==> config.mk <==
export PLATFORM = sky130hd
export DESIGN_NAME = acg_ctrl
export DESIGN_NICKNAME = d
export VERILOG_FILES = /design/src/rtl/acg_pkg.sv /design/src/rtl/acg_ctrl.sv
export SDC_FILE = /design/constraint.sdc
export NUM_CORES = 1
export LEC_CHECK = 0
export ABC_AREA = 1
export ABC_CLOCK_PERIOD_IN_PS = 1550
export BUFFER_PORTS_ARGS = -buffer_cell sky130_fd_sc_hd__clkbuf_2
export CAP_MARGIN = 20
export CORE_AREA = 2 2 89 91
export CTS_BUF_LIST = sky130_fd_sc_hd__clkbuf_4
export CTS_CLUSTER_SIZE = 12
export DETAILED_ROUTE_END_ITERATION = 10
export DIE_AREA = 0 0 91 93
export SETUP_SLACK_MARGIN = 0.4
export SLEW_MARGIN = 0
export SYNTH_ARGS = -nofsm -noshare
export SYNTH_HDL_FRONTEND = slang
export SYNTH_SLANG_ARGS = --single-unit
==> constraint.sdc <==
create_clock -name clk -period 1.55 [get_ports clk]
set_input_delay 0.0775 -clock clk [delete_from_list [all_inputs] [get_ports clk]]
set_output_delay 0.0775 -clock clk [all_outputs]
set_load 0.02 [all_outputs]
==> src/rtl/acg_pkg.sv <==
// Shared constants, codes and controller/datapath interface types for the
// AdaGrad embedding update block. No dependencies.
package acg_pkg;

  // Table geometry
  localparam int VOCAB   = 4096;
  localparam int DIM     = 64;
  localparam int ROW_LEN = 2 * DIM;
  localparam int DEPTH   = 2 * VOCAB * ROW_LEN;
  localparam int ADDR_W  = $clog2(DEPTH);
  localparam int EL_W    = $clog2(DIM);
  localparam int CNT_W   = (ADDR_W > 6) ? ADDR_W : 6;

  // Iteration counts of the shared root and divide units
  localparam int SQRT_ITERS = 32;
  localparam int DIV_ITERS  = 34;

  // Item kinds
  localparam logic [1:0] KIND_GRAD  = 2'd0;
  localparam logic [1:0] KIND_READ  = 2'd1;
  localparam logic [1:0] KIND_WRITE = 2'd2;

  // Result kinds
  localparam logic RES_READ    = 1'b0;
  localparam logic RES_SUMMARY = 1'b1;

  // Configuration register indexes
  localparam int CFG_IDX_W = 3;
  localparam logic [CFG_IDX_W-1:0] CFG_RATE  = 3'd0;
  localparam logic [CFG_IDX_W-1:0] CFG_EPS   = 3'd1;
  localparam logic [CFG_IDX_W-1:0] CFG_LIMIT = 3'd2;
  localparam logic [CFG_IDX_W-1:0] CFG_VMIN  = 3'd3;
  localparam logic [CFG_IDX_W-1:0] CFG_VMAX  = 3'd4;

  // Controller to datapath commands
  typedef struct packed {
    logic              load;       // capture an accepted item
    logic              clr_wr;     // clear one history entry
    logic              rd_item;    // read both stores at the item address
    logic              rd_walk;    // read weight at row base + el
    logic              walk_sum;   // that read feeds the square sum
    logic              wr_item;    // direct weight write
    logic              out_read;   // present read data
    logic              out_sum;    // present row summary
    logic              g_latch;    // latch weight and history
    logic              mul_num;    // num = |g| * rate
    logic              mul_sq;     // g squared
    logic              rs_mul;     // num = |w| * limit
    logic              sqrt_init_g;
    logic              sqrt_init_n;
    logic              sqrt_step;
    logic              div_init_g;
    logic              div_init_r;
    logic              div_step;
    logic              upd;        // form new weight and history
    logic              wb;         // write back weight and history
    logic              sum_clr;
    logic              norm_latch;
    logic              rs_wb;      // write back rescaled weight
    logic [ADDR_W-1:0] idx;
    logic [EL_W-1:0]   el;
  } cmd_t;

  // Datapath to controller status
  typedef struct packed {
    logic [1:0] kind;
    logic       ok;
    logic       last;
    logic       big_now;
  } sts_t;

endpackage

==> src/rtl/acg_ctrl.sv <==
// Sequencing state machine of the AdaGrad embedding update block.
// Depends on acg_pkg; drives acg_dp through acg_pkg::cmd_t.
module acg_ctrl (
  input  logic          clk,
  input  logic          rst_n,
  input  logic          start,
  output logic          busy,
  input  acg_pkg::sts_t sts,
  output acg_pkg::cmd_t cmd
);

  localparam logic [4:0] S_CLR  = 5'd0;
  localparam logic [4:0] S_IDLE = 5'd1;
  localparam logic [4:0] S_DISP = 5'd2;
  localparam logic [4:0] S_RDW  = 5'd3;
  localparam logic [4:0] S_GW   = 5'd4;
  localparam logic [4:0] S_GSQ  = 5'd5;
  localparam logic [4:0] S_GDI  = 5'd6;
  localparam logic [4:0] S_GDIV = 5'd7;
  localparam logic [4:0] S_GUPD = 5'd8;
  localparam logic [4:0] S_GWB  = 5'd9;
  localparam logic [4:0] S_NRD  = 5'd10;
  localparam logic [4:0] S_ND1  = 5'd11;
  localparam logic [4:0] S_ND2  = 5'd12;
  localparam logic [4:0] S_NSI  = 5'd13;
  localparam logic [4:0] S_NSQ  = 5'd14;
  localparam logic [4:0] S_NCHK = 5'd15;
  localparam logic [4:0] S_NOUT = 5'd16;
  localparam logic [4:0] S_RRD  = 5'd17;
  localparam logic [4:0] S_RMUL = 5'd18;
  localparam logic [4:0] S_RDI  = 5'd19;
  localparam logic [4:0] S_RDIV = 5'd20;
  localparam logic [4:0] S_RWB  = 5'd21;

  localparam logic [acg_pkg::CNT_W-1:0] CNT_CLR_END =
    acg_pkg::CNT_W'(acg_pkg::DEPTH - 1);
  localparam logic [acg_pkg::CNT_W-1:0] CNT_SQ_END =
    acg_pkg::CNT_W'(acg_pkg::SQRT_ITERS - 1);
  localparam logic [acg_pkg::CNT_W-1:0] CNT_DIV_END =
    acg_pkg::CNT_W'(acg_pkg::DIV_ITERS - 1);
  localparam logic [acg_pkg::EL_W-1:0] EL_END = acg_pkg::EL_W'(acg_pkg::DIM - 1);

  logic [4:0]                state_r, state_nxt;
  logic [acg_pkg::CNT_W-1:0] cnt_r, cnt_nxt;
  logic [acg_pkg::EL_W-1:0]  el_r, el_nxt;

  assign busy = (state_r != S_IDLE);

  // Next state and commands
  always_comb begin
    state_nxt = state_r;
    cnt_nxt   = cnt_r;
    el_nxt    = el_r;
    cmd       = '0;
    cmd.idx   = cnt_r[acg_pkg::ADDR_W-1:0];
    cmd.el    = el_r;
    case (state_r)
      S_CLR: begin
        cmd.clr_wr = 1'b1;
        if (cnt_r == CNT_CLR_END) begin
          cnt_nxt   = '0;
          state_nxt = S_IDLE;
        end else begin
          cnt_nxt = cnt_r + 1'b1;
        end
      end
      S_IDLE: begin
        if (start) begin
          cmd.load  = 1'b1;
          state_nxt = S_DISP;
        end
      end
      S_DISP: begin
        state_nxt = S_IDLE;
        case (sts.kind)
          acg_pkg::KIND_READ: begin
            cmd.rd_item = sts.ok;
            state_nxt   = S_RDW;
          end
          acg_pkg::KIND_WRITE: begin
            cmd.wr_item = sts.ok;
          end
          acg_pkg::KIND_GRAD: begin
            if (sts.ok) begin
              cmd.rd_item = 1'b1;
              state_nxt   = S_GW;
            end
          end
          default: state_nxt = S_IDLE;
        endcase
      end
      S_RDW: begin
        cmd.out_read = 1'b1;
        state_nxt    = S_IDLE;
      end
      S_GW: begin
        cmd.g_latch     = 1'b1;
        cmd.mul_num     = 1'b1;
        cmd.sqrt_init_g = 1'b1;
        cnt_nxt         = '0;
        state_nxt       = S_GSQ;
      end
      S_GSQ: begin
        cmd.sqrt_step = 1'b1;
        cmd.mul_sq    = (cnt_r == '0);
        cnt_nxt       = cnt_r + 1'b1;
        if (cnt_r == CNT_SQ_END) state_nxt = S_GDI;
      end
      S_GDI: begin
        cmd.div_init_g = 1'b1;
        cnt_nxt        = '0;
        state_nxt      = S_GDIV;
      end
      S_GDIV: begin
        cmd.div_step = 1'b1;
        cnt_nxt      = cnt_r + 1'b1;
        if (cnt_r == CNT_DIV_END) state_nxt = S_GUPD;
      end
      S_GUPD: begin
        cmd.upd   = 1'b1;
        state_nxt = S_GWB;
      end
      S_GWB: begin
        cmd.wb = 1'b1;
        if (sts.last) begin
          cmd.sum_clr = 1'b1;
          el_nxt      = '0;
          state_nxt   = S_NRD;
        end else begin
          state_nxt = S_IDLE;
        end
      end
      // Walk the mean half; each read weight is squared into sqw_r, then added to the sum
      S_NRD: begin
        cmd.rd_walk  = 1'b1;
        cmd.walk_sum = 1'b1;
        if (el_r == EL_END) state_nxt = S_ND1;
        else el_nxt = el_r + 1'b1;
      end
      S_ND1: state_nxt = S_ND2;
      S_ND2: state_nxt = S_NSI;
      S_NSI: begin
        cmd.sqrt_init_n = 1'b1;
        cnt_nxt         = '0;
        state_nxt       = S_NSQ;
      end
      S_NSQ: begin
        cmd.sqrt_step = 1'b1;
        cnt_nxt       = cnt_r + 1'b1;
        if (cnt_r == CNT_SQ_END) state_nxt = S_NCHK;
      end
      S_NCHK: begin
        cmd.norm_latch = 1'b1;
        el_nxt         = '0;
        state_nxt      = sts.big_now ? S_RRD : S_NOUT;
      end
      S_NOUT: begin
        cmd.out_sum = 1'b1;
        state_nxt   = S_IDLE;
      end
      // Rescale loop, one element at a time
      S_RRD: begin
        cmd.rd_walk = 1'b1;
        state_nxt   = S_RMUL;
      end
      S_RMUL: begin
        cmd.rs_mul = 1'b1;
        state_nxt  = S_RDI;
      end
      S_RDI: begin
        cmd.div_init_r = 1'b1;
        cnt_nxt        = '0;
        state_nxt      = S_RDIV;
      end
      S_RDIV: begin
        cmd.div_step = 1'b1;
        cnt_nxt      = cnt_r + 1'b1;
        if (cnt_r == CNT_DIV_END) state_nxt = S_RWB;
      end
      S_RWB: begin
        cmd.rs_wb = 1'b1;
        if (el_r == EL_END) begin
          state_nxt = S_NOUT;
        end else begin
          el_nxt    = el_r + 1'b1;
          state_nxt = S_RRD;
        end
      end
      default: state_nxt = S_IDLE;
    endcase
  end

  always_ff @(posedge clk) begin
    if (!rst_n) begin
      state_r <= S_CLR;
      cnt_r   <= '0;
      el_r    <= '0;
    end else begin
      state_r <= state_nxt;
      cnt_r   <= cnt_nxt;
      el_r    <= el_nxt;
    end
  end

endmodule

* Yosys cells after proc, flatten, opt, wreduce, memory -nomap -nowiden
Index checks and enable logic that the tools add are counted.
Word-level totals: register bits 31, bits in latches 0, RAM bits 0, bits in read-only memories 0, input port bits 8, output and inout port bits 50, logic and storage cells 99, memories kept 0
Operators by class: $add $sub $neg 2, $mul 0, divide/modulo/power cells 0, $lt $le $gt $ge 0, equal/unequal tests 37, shift operators 0, mux-type cells 44, bitwise gates (word level) 0, reductions and logical operators 13
Operators by type and width (count):
- $pmux W5 S20 | 1
- $pmux W20 S3 | 1
- $eq A5 B4 Y1 const B | 8
- $mux W5 | 7
- $eq A5 B5 Y1 const B | 6
- $mux W1 | 25
- $add A20 B1 Y20 const B | 1
- $eq A20 B20 Y1 const B | 1
- $eq A20 B5 Y1 const B | 1
- $eq A20 B6 Y1 const B | 1
- $eq A5 B3 Y1 const B | 4
- $logic_not A20 Y1 | 1
- $mux W20 | 1
- $ne A2 B2 Y1 const B | 9
- $pmux W6 S3 | 1
- $mux W6 | 2
- $eq A5 B2 Y1 const B | 2
- $pmux W5 S2 | 1
- $reduce_or A2 Y1 | 4
- $reduce_or A4 Y1 | 2
- $reduce_and A7 Y1 | 1
- $add A6 B1 Y6 const B | 1
- $eq A6 B6 Y1 const B | 1
- $reduce_bool A3 Y1 | 2
- 11 further kinds | 12

* Longest topological paths before layout
Gate-level depths: netlist of the first run.
depth in word-level cells 4, mapped depth 13, gate-level depth less buffers 12

* Worst setup path after synthesis of the first run
No wires, ideal clock.
kind reg-to-reg, start point reg cnt_r[0] (netlist name), end point reg state_r[0], library setup time 0.114 ns, arrival time 1.692 ns, required time 1.436 ns, path slack -0.256 ns, stages on the path, launching flop included 10, buffers on the path 0, period minus slack after synthesis 1.806 ns, cell sequence dfxtp_1 > ha_1 > nand2_1 > nor2_1 > and2_1 > nand3_1 > nand2_1 > nand4_1 > nor2_1 > nor2_1
On the way: longest elaborated chain between the ends 3, elaborated cells on any way between the ends 9, classes of those cells 8 x eq/ne; 1 x reduce/logical
Ends and longest elaborated chain:
- from (decl) | line acg_ctrl.sv:44 | logic [acg_pkg::CNT_W-1:0] cnt_r, cnt_nxt;
- from (signal assigned) | line acg_ctrl.sv:200 | cnt_r <= cnt_nxt;
- $eq A20 B6 Y1, or another cell as far along | line acg_ctrl.sv:117, acg_ctrl.sv:178
- $ne A2 B2 Y1 (no line)
- $reduce_and A7 Y1 (no line) (*)
- to (signal assigned) | line acg_ctrl.sv:199 | state_r <= state_nxt;
- to (decl) | line acg_ctrl.sv:43 | logic [4:0] state_r, state_nxt;
Mark *: on every way between the ends. The rest lies on a longest branch, timed or not. A chain may end at the register's enable or synchronous reset.

* Worst setup path after layout of the first run
start point reg state_r[2], end point reg el_r[3] (netlist name)
On the way: longest elaborated chain between the ends 4, elaborated cells on any way between the ends 10, classes of those cells 6 x eq/ne; 1 x mux; 3 x reduce/logical
Ends and longest elaborated chain:
- $eq A5 B5 Y1 / $eq A5 B4 Y1 (equally long branches) | line acg_ctrl.sv:57 | case (state_r)
- $reduce_or A2 Y1 (no line)
- $ne A2 B2 Y1 (no line) / $reduce_bool A3 Y1 (equally long branches)
- $reduce_and A3 Y1 (no line)
- to (signal assigned) | line acg_ctrl.sv:201 | el_r <= el_nxt;
- to (decl) | line acg_ctrl.sv:45 | logic [acg_pkg::EL_W-1:0] el_r, el_nxt;
Several ways; a longest one is shown, not always the timed one.

==> impl_metrics.tcl, run 1 <==
set metrics [dict create \
    hold_depth 3 \
    n_fill_cell 616 \
    fin_ws_ns -0.2099 \
    wl_per_cell_um 14.72 \
    finish.utilization 0.6621 \
    dp.cells 648 \
    clock_latency_ns 0.36 \
    gp_congestion 0.9119 \
    skew_ns 0.02258 \
    drt_wl_total_um 10480 \
    grt_overflow_total 0 \
    path_max_fanout 7 \
    intPower_uw 3085 \
    crit_cells 11 \
    die_y_um 93 \
    io_buffer_count 57 \
    stdcell_count 712 \
    post-route-drc-count 0 \
    hold_class "input port to register" \
    vdd_ir_drop_max_uv 937.2 \
    min_period_ns 1.760 \
    drive_gt1_frac 0.5902 \
    nNetsFinal 621 \
    cp-start-kind "register" \
    grt_pass1_wl_um 15870 \
    cts.sinks 31 \
    syn2layout_area_growth_pct 96.30 \
    violations "negative setup slack" \
    endpoint_kind "register" \
    synth_seq_cells 31 \
    finalSetupTns_ns -6.416 \
    r2r_cells 11 \
    clockBufferDepth 2 \
    max_stage_delay_ns 0.42 \
    antenna_found_initial 0 \
    root_buffer "clkbuf_4" \
    start_util 0.3373 \
    syn_nets 445 \
    synth_ff_type "dfxtp_1" \
    syn_inst 433 \
    drv_slew 0 \
    htreeDepth 2 \
    maxCapViolCount 0 \
    ant_nets 0 \
    rows 32 \
    diodes 0 \
    vias 3542 \
    dieArea_sq_mm 0.008463 \
    fp.coreArea_sq_mm 0.007527 \
    crit_type "register to register" \
    crit_chain "buf_6, inv_6, nor2_4, buf_6, nand3_4, inv_4, nor2_4, a21oi_4, nand2_4, o21ai_2, nor2_2" \
    p_seq_frac 0.175 \
    leakagePower_uw 0.002318 \
    vias_per_cell 4.975 \
    arrival_ns 2.00 \
    synth_edf_count 0 \
    grt_pass1_vias 3419 \
    syn_area_sq_mm 0.002539 \
    dp_hpwl_um 6316 \
    switchingPower_uw 2739 \
    track_usage 0.2327 \
    crit_buf_inv 4 \
    rsz0062_at_grt "true" \
    finalHoldViolCount 0 \
    multi_input_area_sq_mm 0.002246 \
    power.density_mw_per_mm2 1169 \
    seq_area_sq_um 683.2 \
    cp.required_ns 1.79 \
    fin_hold_ws_ns 0.06342 \
    yosysSeqAreaShare 0.2445 \
    drt_iter0_drc 128 \
    synth_warnings 0 \
    tightestPinTransition_ns 0.5307 \
    pwr-share-comb 0.709 \
    fmax_ghz 0.5682 \
    cp_top_family "simple AND/OR/NAND/NOR gates" \
    sw_frac_of_total 0.4703 \
    setup_violations 52 \
    cts_tree "built" \
    slew_headroom 0.6458 \
    critPathSlowestCell "dfxtp_4" \
    ctsHoldBuffers 0 \
    grt_max_degree 12 \
    finalCritPeriodShare 1.135 \
    ys_types 33 \
    clk_pin_slew_ns 0.13 \
    avgSynthCellArea_sq_um 5.863 \
    die_width_um 91 \
    io_pins 58 \
    status "finished, violations left" \
    cts_buffers 5 \
    power_frac_clock 0.116 \
    async_flop_share 0 \
    drtPass1Iterations 5 \
]
[timing repair]
action                     4_1_cts  5_1_grt
setup buffers                   41       12
cloned                           3        0
setup endpoints to repair       56       64
resized for setup              189       86
pin swaps                       41       26
[worst register-to-register path, delay by kind of cell (launching register included)]
kind | cells | cell delay, ns
buffers and inverters | 4 | 0.39
flip-flops | 1 | 0.42
AO/OA/AOI/OAI | 2 | 0.34
AND/OR/NAND/NOR | 5 | 0.49
[final cells by class]
type,count,share of cell area
multi-input combinational,339,0.4507
timing repair buffer,177,0.3214
sequential,31,0.1371
inverter,54,0.04921
tap,102,0.02561
clock inverter,3,0.007783
clock buffer,5,0.007532
timing repair inverter,1,0.0007532
[cell usage after synthesis (2+ instances only)]
library cell	instances	area, sq um
nand4_1	6	37.54
xnor2_1	2	17.52
nor3_1	9	45.04
inv_2	7	26.28
nand3b_1	4	30.03
buf_4	2	15.01
nand3_2	4	40.04
ha_1	4	50.05
xor2_1	5	43.79
inv_1	46	172.7
o21ai_0	6	30.03
nor2_4	5	56.30
nor2_1	86	322.8
o21ai_2	2	17.52
nor4_1	2	12.51
nand2_1	122	457.9
nor2_2	8	50.05
nand2_2	5	31.28
dfxtp_1	31	620.6
a21oi_1	20	100.1
buf_6	4	45.04
nand3_1	42	210.2
[through the flow]
| stage | total power, uW | area (sq um) | setup slack [ns] |
|---|---|---|---|
| after global routing | 6108 | 4984 | -0.2869 |
| after floorplan | 2660 | 2734 | -0.001082 |
| after global placement | 3360 | 3563 | -0.06052 |
| final | 5824 | 4984 | -0.2099 |
| after CTS | 5301 | 4667 | -0.1460 |
| after detailed placement | 3386 | 3563 | -0.06838 |
[power by group through the flow]
| stage | registers, uW | logic [uW] | clock network, uW |
|---|---|---|---|
| final | 1020 | 4130 | 677 |
| after CTS | 1020 | 3600 | 685 |
| after detailed placement | 1040 | 2350 | 0 |
| after global placement | 1040 | 2320 | 0 |
| after floorplan | 1060 | 1600 | 0 |
| after global routing | 1030 | 4360 | 719 |
[cell families (layout without fill, tap and decap cells)]
logic type	after synthesis	after routing	synth area share
flops	31	31	0.2445
fa+ha+maj	4	4	0.01971
xor+xnor	7	7	0.02415
compound gates	30	30	0.06802
buf+inv	63	240	0.1138
simple gates	298	298	0.5298
[final timing paths]
check	from	endpoint	slack (ns)
worst max-delay path	state_r[2]	el_r[3]	-0.21
worst min-delay path	rst_n	state_r[3]	0.06
worst max register to register	state_r[2]	el_r[3]	-0.21
worst min register to register	el_r[2]	el_r[2]	0.51
[flip-flops by register name, summed over array words and instances (netlist names)]
signal,cells
state_r,5
el_r,6
cnt_r,20
[cells in the final DEF (no fill, tap or decap), types with 3 or more instances in the layout]
cell type  instances
nand2_1           85
dfxtp_4           13
nand2_4           12
nor2_1            62
inv_1             32
nand3_4           11
clkbuf_8           4
nand3_1           23
buf_4             77
xor2_1             5
o21ai_0            3
nor3_2             3
dfxtp_1            7
a21oi_1           12
nand3_2           13
nor2_4            24
nand3b_1           4
ha_4               3
dfxtp_2           11
nand4_1            6
nor3_1             5
a21oi_2            9
nor2_2            13
inv_4              8
inv_2             11
clkbuf_2          31
clkbuf_4           5
buf_8             15
buf_6             48
nand2_2           31
[per-layer routing]
layer / track usage / share of wire / routed length [um]
met5: 0 / 0 / 0
met4: 0.1035 / 0.037 / 390
met3: 0.04271 / 0.056 / 588
met2: 0.4315 / 0.54 / 5618
met1: 0.2585 / 0.37 / 3887
Power figures use the tool's default switching activity.
==> run 2, diff against run 1 <==
--- a/config.mk
+++ b/config.mk
@@ -7,7 +7,7 @@
 export LEC_CHECK = 0
 export ABC_AREA = 1
 export ABC_CLOCK_PERIOD_IN_PS = 1550
-export BUFFER_PORTS_ARGS = -buffer_cell sky130_fd_sc_hd__clkbuf_2
+export BUFFER_PORTS_ARGS = -buffer_cell sky130_fd_sc_hd__buf_2
 export CAP_MARGIN = 20
 export CORE_AREA = 2 2 89 91
 export CTS_BUF_LIST = sky130_fd_sc_hd__clkbuf_4
==> run 2 against run 1 <==
Effect of this change: sequential share of layout area hardly changed; sequential power hardly changed; clock skew is 0.0027 ns lower; via count is 0.65% lower; hold slack better by 0.010 ns; largest cell class unchanged; the flow still finishes with violations (negative setup slack).
==> impl_metrics.tcl, run 2 (synthesis gave the netlist of run 1 again) <==
set metrics [dict create \
    status "finished, violations left" \
    violations "negative setup slack" \
    drv_slew 0 \
    antenna_found_initial 0 \
    dp_hpwl_um 6214 \
    final_common_cell "nand2_1" \
    path_max_fanout 8 \
    finish.utilization 0.6591 \
    vdd_ir_drop_max_uv 919.2 \
    cts_tree "built" \
    r2r_setup_slack_ns -0.20 \
    cts_buffers 5 \
    skew_ns 0.01988 \
    multi_input_area_sq_mm 0.002280 \
    io_pins 58 \
    crit_type "register to register" \
    syn2layout_area_growth_pct 95.42 \
    setup_violations 47 \
    ant_nets 0 \
    largest_register_ffs 20 \
    finalHoldViolCount 0 \
    htreeDepth 2 \
    clk_pin_slew_ns 0.11 \
    cp.required_ns 1.82 \
    dieArea_sq_mm 0.008463 \
    power.density_mw_per_mm2 1202 \
    fp.coreArea_sq_mm 0.007527 \
    final_cell_mix "nand2_1 (83), buf_4 (80), buf_6 (68)" \
    finalCritPeriodShare 1.131 \
    cp-start-kind "register" \
    io_buffer_count 57 \
    root_buffer "clkbuf_4" \
    rsz0062_at_grt "true" \
    grt_overflow_total 0 \
    drt_iter0_drc 111 \
    fin_total_pwr_uw 5962 \
    die_width_um 91 \
    drt_wl_total_um 10650 \
    n_fill_cell 628 \
    rows 32 \
    die_y_um 93 \
    grt_pass1_vias 3481 \
    vias 3519 \
    fin_area_sq_mm 0.004961 \
    fin_ws_ns -0.2024 \
    top_regs "cnt_r x20, el_r x6, state_r x5" \
    clockBufferDepth 2 \
    regMostFlops "cnt_r" \
    cts.sinks 31 \
    post-route-drc-count 0 \
    fin_hold_ws_ns 0.07390 \
    min_period_ns 1.752 \
    gp_congestion 0.9388 \
    grt_max_degree 12 \
    arrival_ns 2.02 \
    track_usage 0.2337 \
    maxCapViolCount 0 \
    ctsHoldBuffers 0 \
    postPlaceCellArea_sq_mm 0.003526 \
    start_util 0.3373 \
    endpoint_kind "register" \
    nNetsFinal 626 \
    drive_gt1_frac 0.6065 \
    seq_area_sq_um 680.7 \
    hold_class "input port to register" \
    vias_per_cell 4.908 \
    leakagePower_uw 0.002367 \
    tightestPinTransition_ns 0.4858 \
    drtPass1Iterations 4 \
    grt_pass1_wl_um 15990 \
    wl_per_cell_um 14.85 \
    slew_headroom 0.6758 \
    diodes 0 \
    finalSetupTns_ns -5.679 \
    fmax_ghz 0.5706 \
    clock_latency_ns 0.35 \
]
==> run 2: cell types whose count changed in the layout (fill, tap and decap cells not counted), moves of 4 or more <==
cell	delta
buf_2	+32
nor2_2	+4
clkbuf_2	-31
clkbuf_8	-4
nor2_1	-4
buf_6	+20
buf_8	-15
==> run 2: through the flow <==
stage	cells	setup WS (ns)
2_1_floorplan	433	-0.001082
3_3_place_gp	643	-0.1147
3_5_place_dp	643	-0.1136
4_1_cts	698	-0.1181
5_1_grt	717	-0.3085
6_report	717	-0.2024
==> run 2: per-layer routing <==
metal / part of all wire / track usage
met1: 0.41 / 0.2551
met2: 0.52 / 0.4346
met3: 0.040 / 0.05318
met4: 0.037 / 0.09722
met5: 0 / 0
==> run 2: power breakdown <==
group          switching (uW)  total (uW)  internal [uW]
clock network             326         514            188
logic                    2330        4400           2070
registers                 157        1040            887
total                    2810        5960           3150
==> run 2: path summary, 6_finish.rpt <==
path | from | end | cells past startpoint
worst max-delay path | state_r[3] | cnt_r[10] | 12
worst min-delay path | rst_n | state_r[2] | 3
worst max register to register | state_r[3] | cnt_r[10] | 12
worst min register to register | cnt_r[2] | cnt_r[2] | 2
==> run 2: critical path: stages, from the launching register on <==
cell,delay [ns]
dfxtp_4,0.41
inv_4,0.05
nand2_4,0.06
nor2_4,0.04
buf_6,0.13
nand2_4,0.07
nand2_4,0.05
nor2_4,0.17
nand3_4,0.21
buf_4,0.21
clkinvlp_4,0.08
nand2_1,0.05
a21oi_1,0.13
==> run 2: cell type report <==
| type | instances | area share |
|---|---|---|
| timing repair inverter | 1 | 0.001513 |
| multi-input combinational | 339 | 0.4595 |
| tap | 102 | 0.02573 |
| clock buffer | 6 | 0.009079 |
| sequential | 31 | 0.1372 |
| clock inverter | 2 | 0.001765 |
| inverter | 54 | 0.04792 |
| timing repair buffer | 182 | 0.3173 |
==> run 2: repair_timing <==
item | in CTS | in global routing
endpoints found under the setup margin | 55 | 58
gates cloned | 4 | 0
gates resized for setup | 188 | 70
pin swaps | 46 | 44
buffers inserted | 43 | 19
==> run 3, diff against run 2 <==
--- a/config.mk
+++ b/config.mk
@@ -9,11 +9,13 @@
 export ABC_CLOCK_PERIOD_IN_PS = 1550
 export BUFFER_PORTS_ARGS = -buffer_cell sky130_fd_sc_hd__buf_2
 export CAP_MARGIN = 20
-export CORE_AREA = 2 2 89 91
+export CORE_AREA = 2 2 79 81
 export CTS_BUF_LIST = sky130_fd_sc_hd__clkbuf_4
 export CTS_CLUSTER_SIZE = 12
 export DETAILED_ROUTE_END_ITERATION = 10
-export DIE_AREA = 0 0 91 93
+export DIE_AREA = 0 0 81 83
+export GPL_ROUTABILITY_DRIVEN = 1
+export PLACE_DENSITY = 0.69
 export SETUP_SLACK_MARGIN = 0.4
 export SLEW_MARGIN = 0
 export SYNTH_ARGS = -nofsm -noshare
==> constraint.sdc (replaced) <==
create_clock -name clk -period 1.55 [get_ports clk]
set_input_delay 0 -clock clk [delete_from_list [all_inputs] [get_ports clk]]
set_output_delay 0 -clock clk [all_outputs]
set_load 0.02 [all_outputs]
==> run 3 against run 2 <==
Effect of this change: the run still ends with negative setup slack left; global-route usage increased by 6.6 points; hold slack improved by 0.070 ns; register-to-register slack got worse by 0.02 ns; clock skew increased by 0.00068 ns; critical path type unchanged; die area decreased by 21%; sequential share of layout area increased by 1.1 points; first-iteration DRC count increased to 3.1 times the previous value; final cell count decreased by 7.8%; combinational power decreased by 5.7%.
==> impl_metrics.tcl, run 3 (synthesis gave the netlist of run 1 again) <==
set metrics [dict create \
    status "finished, violations left" \
    violations "negative setup slack" \
    power.density_mw_per_mm2 1267 \
    cp-start-kind "register" \
    stdcell_count 661 \
    nNetsFinal 597 \
    hold_class "input port to register" \
    fmax_ghz 0.5653 \
    finalCritPeriodShare 1.141 \
    top_regs "cnt_r x20, el_r x6, state_r x5" \
    drv_slew 0 \
    drt_wl_total_um 10860 \
    post-route-drc-count 0 \
    n_fill_cell 450 \
    arrival_ns 2.03 \
    endpoint_kind "register" \
    dp_hpwl_um 6070 \
    vias_per_cell 5.436 \
    drt_iter0_drc 347 \
    track_usage 0.2998 \
    multi_input_area_sq_mm 0.002148 \
    vdd_ir_drop_max_uv 833.5 \
    maxCapViolCount 0 \
    vias 3593 \
    root_buffer "clkbuf_4" \
    final_cell_mix "nand2_1 (95), buf_4 (69), nor2_1 (63)" \
    seq_area_sq_um 664.4 \
    wl_per_cell_um 16.43 \
    crit_type "register to register" \
    ant_nets 0 \
    leakagePower_uw 0.002097 \
    fin_area_sq_mm 0.004488 \
    die_y_um 83 \
    final_common_cell "nand2_1" \
    dp.cells 609 \
    cp.required_ns 1.81 \
    grt_overflow_total 0 \
    diodes 0 \
    dieArea_sq_mm 0.006723 \
    clk_pin_slew_ns 0.13 \
    rows 28 \
    tightestPinTransition_ns 0.4469 \
    cts_tree "built" \
    syn2layout_area_growth_pct 76.79 \
    finalHoldViolCount 0 \
    slew_headroom 0.7017 \
    grt_pass1_wl_um 15910 \
    clockBufferDepth 2 \
    htreeDepth 2 \
    path_max_fanout 6 \
    drive_gt1_frac 0.5205 \
    antenna_found_initial 0 \
    drtPass1Iterations 6 \
    fin_ws_ns -0.2191 \
    min_period_ns 1.769 \
    skew_ns 0.02056 \
    cts.sinks 31 \
    start_util 0.4365 \
    io_pins 58 \
    clock_latency_ns 0.37 \
    regMostFlops "cnt_r" \
    fp.coreArea_sq_mm 0.005816 \
    rsz0062_at_grt "true" \
    setup_violations 40 \
    gp_congestion 0.9033 \
    cts_buffers 5 \
    postPlaceCellArea_sq_mm 0.003410 \
    grt_max_degree 12 \
    largest_register_ffs 20 \
    grt_pass1_vias 3422 \
    io_buffer_count 57 \
    die_width_um 81 \
]
[run 3: changes by cell type in the layout (fill, tap and decap cells not counted), sizes merged]
cell,change
dlygate4sd3,+1
buf,-30
[run 3: through the flow]
stage | power (uW) | util | setup WS (ns) | setup TNS (ns) | hold WS, ns
after floorplan | 2646 | - | 0.0002948 | 0 | 0.03954
after global placement | 3254 | 0.5863 | -0.1210 | -0.3057 | 0.2892
after detailed placement | 3281 | 0.5863 | -0.1172 | -0.6020 | 0.2928
after CTS | 4961 | 0.7250 | -0.09175 | -1.583 | 0.1363
after global routing | 5887 | 0.7717 | -0.2850 | -7.132 | 0.1778
final | 5685 | 0.7717 | -0.2191 | -5.209 | 0.1435
[run 3: final timing paths]
kind                endpoint        from  slack (ns)  cells past startpoint
setup reg to reg    cnt_r[5]  state_r[1]       -0.22                     10
hold reg to reg     cnt_r[4]    cnt_r[4]        0.53                      2
hold / removal    state_r[0]      sts[0]        0.14                      7
setup / recovery    cnt_r[5]  state_r[1]       -0.22                     10
[run 3: metal layers]
| metal | track usage | part of all wire | routed length (um) | up-vias |
|---|---|---|---|---|
| li1 | - | - | - | 1665 |
| met1 | 0.3510 | 0.38 | 4082 | 1668 |
| met2 | 0.4996 | 0.50 | 5421 | 203 |
| met3 | 0.05326 | 0.071 | 772 | 57 |
| met4 | 0.1772 | 0.054 | 581 | 0 |
| met5 | 0 | 0 | 0 | - |
[run 3: final cells by class]
class | instances | area share
clock buffer | 5 | 0.008364
clock inverter | 3 | 0.003345
inverter | 54 | 0.05074
multi-input combinational | 339 | 0.4787
sequential | 31 | 0.1480
tap | 75 | 0.02091
timing repair buffer | 154 | 0.2899
[run 3: what timing repair did]
item	in CTS	in global routing
setup buffers	29	12
gates resized for setup	137	52
endpoints found under the setup margin	55	56
hold endpoints to repair	6	0
hold buffers	1	0
cloned	2	0
pin swaps	29	26
[run 3: critical path, cell delays in order (launching register included)]
cell      delay, ns
dfxtp_4        0.39
buf_6          0.14
nor2_4         0.16
nand3_2        0.15
o21ai_2        0.12
nor2_4         0.09
nand3_4        0.19
clkbuf_4       0.23
nand4_1        0.09
nand2_1        0.06
nor2_1         0.03
[run 3: power breakdown]
group	total, uW	internal (uW)	switching [uW]
sequential	1030	892	137
combinational	4150	1840	2310
clock	505	166	339
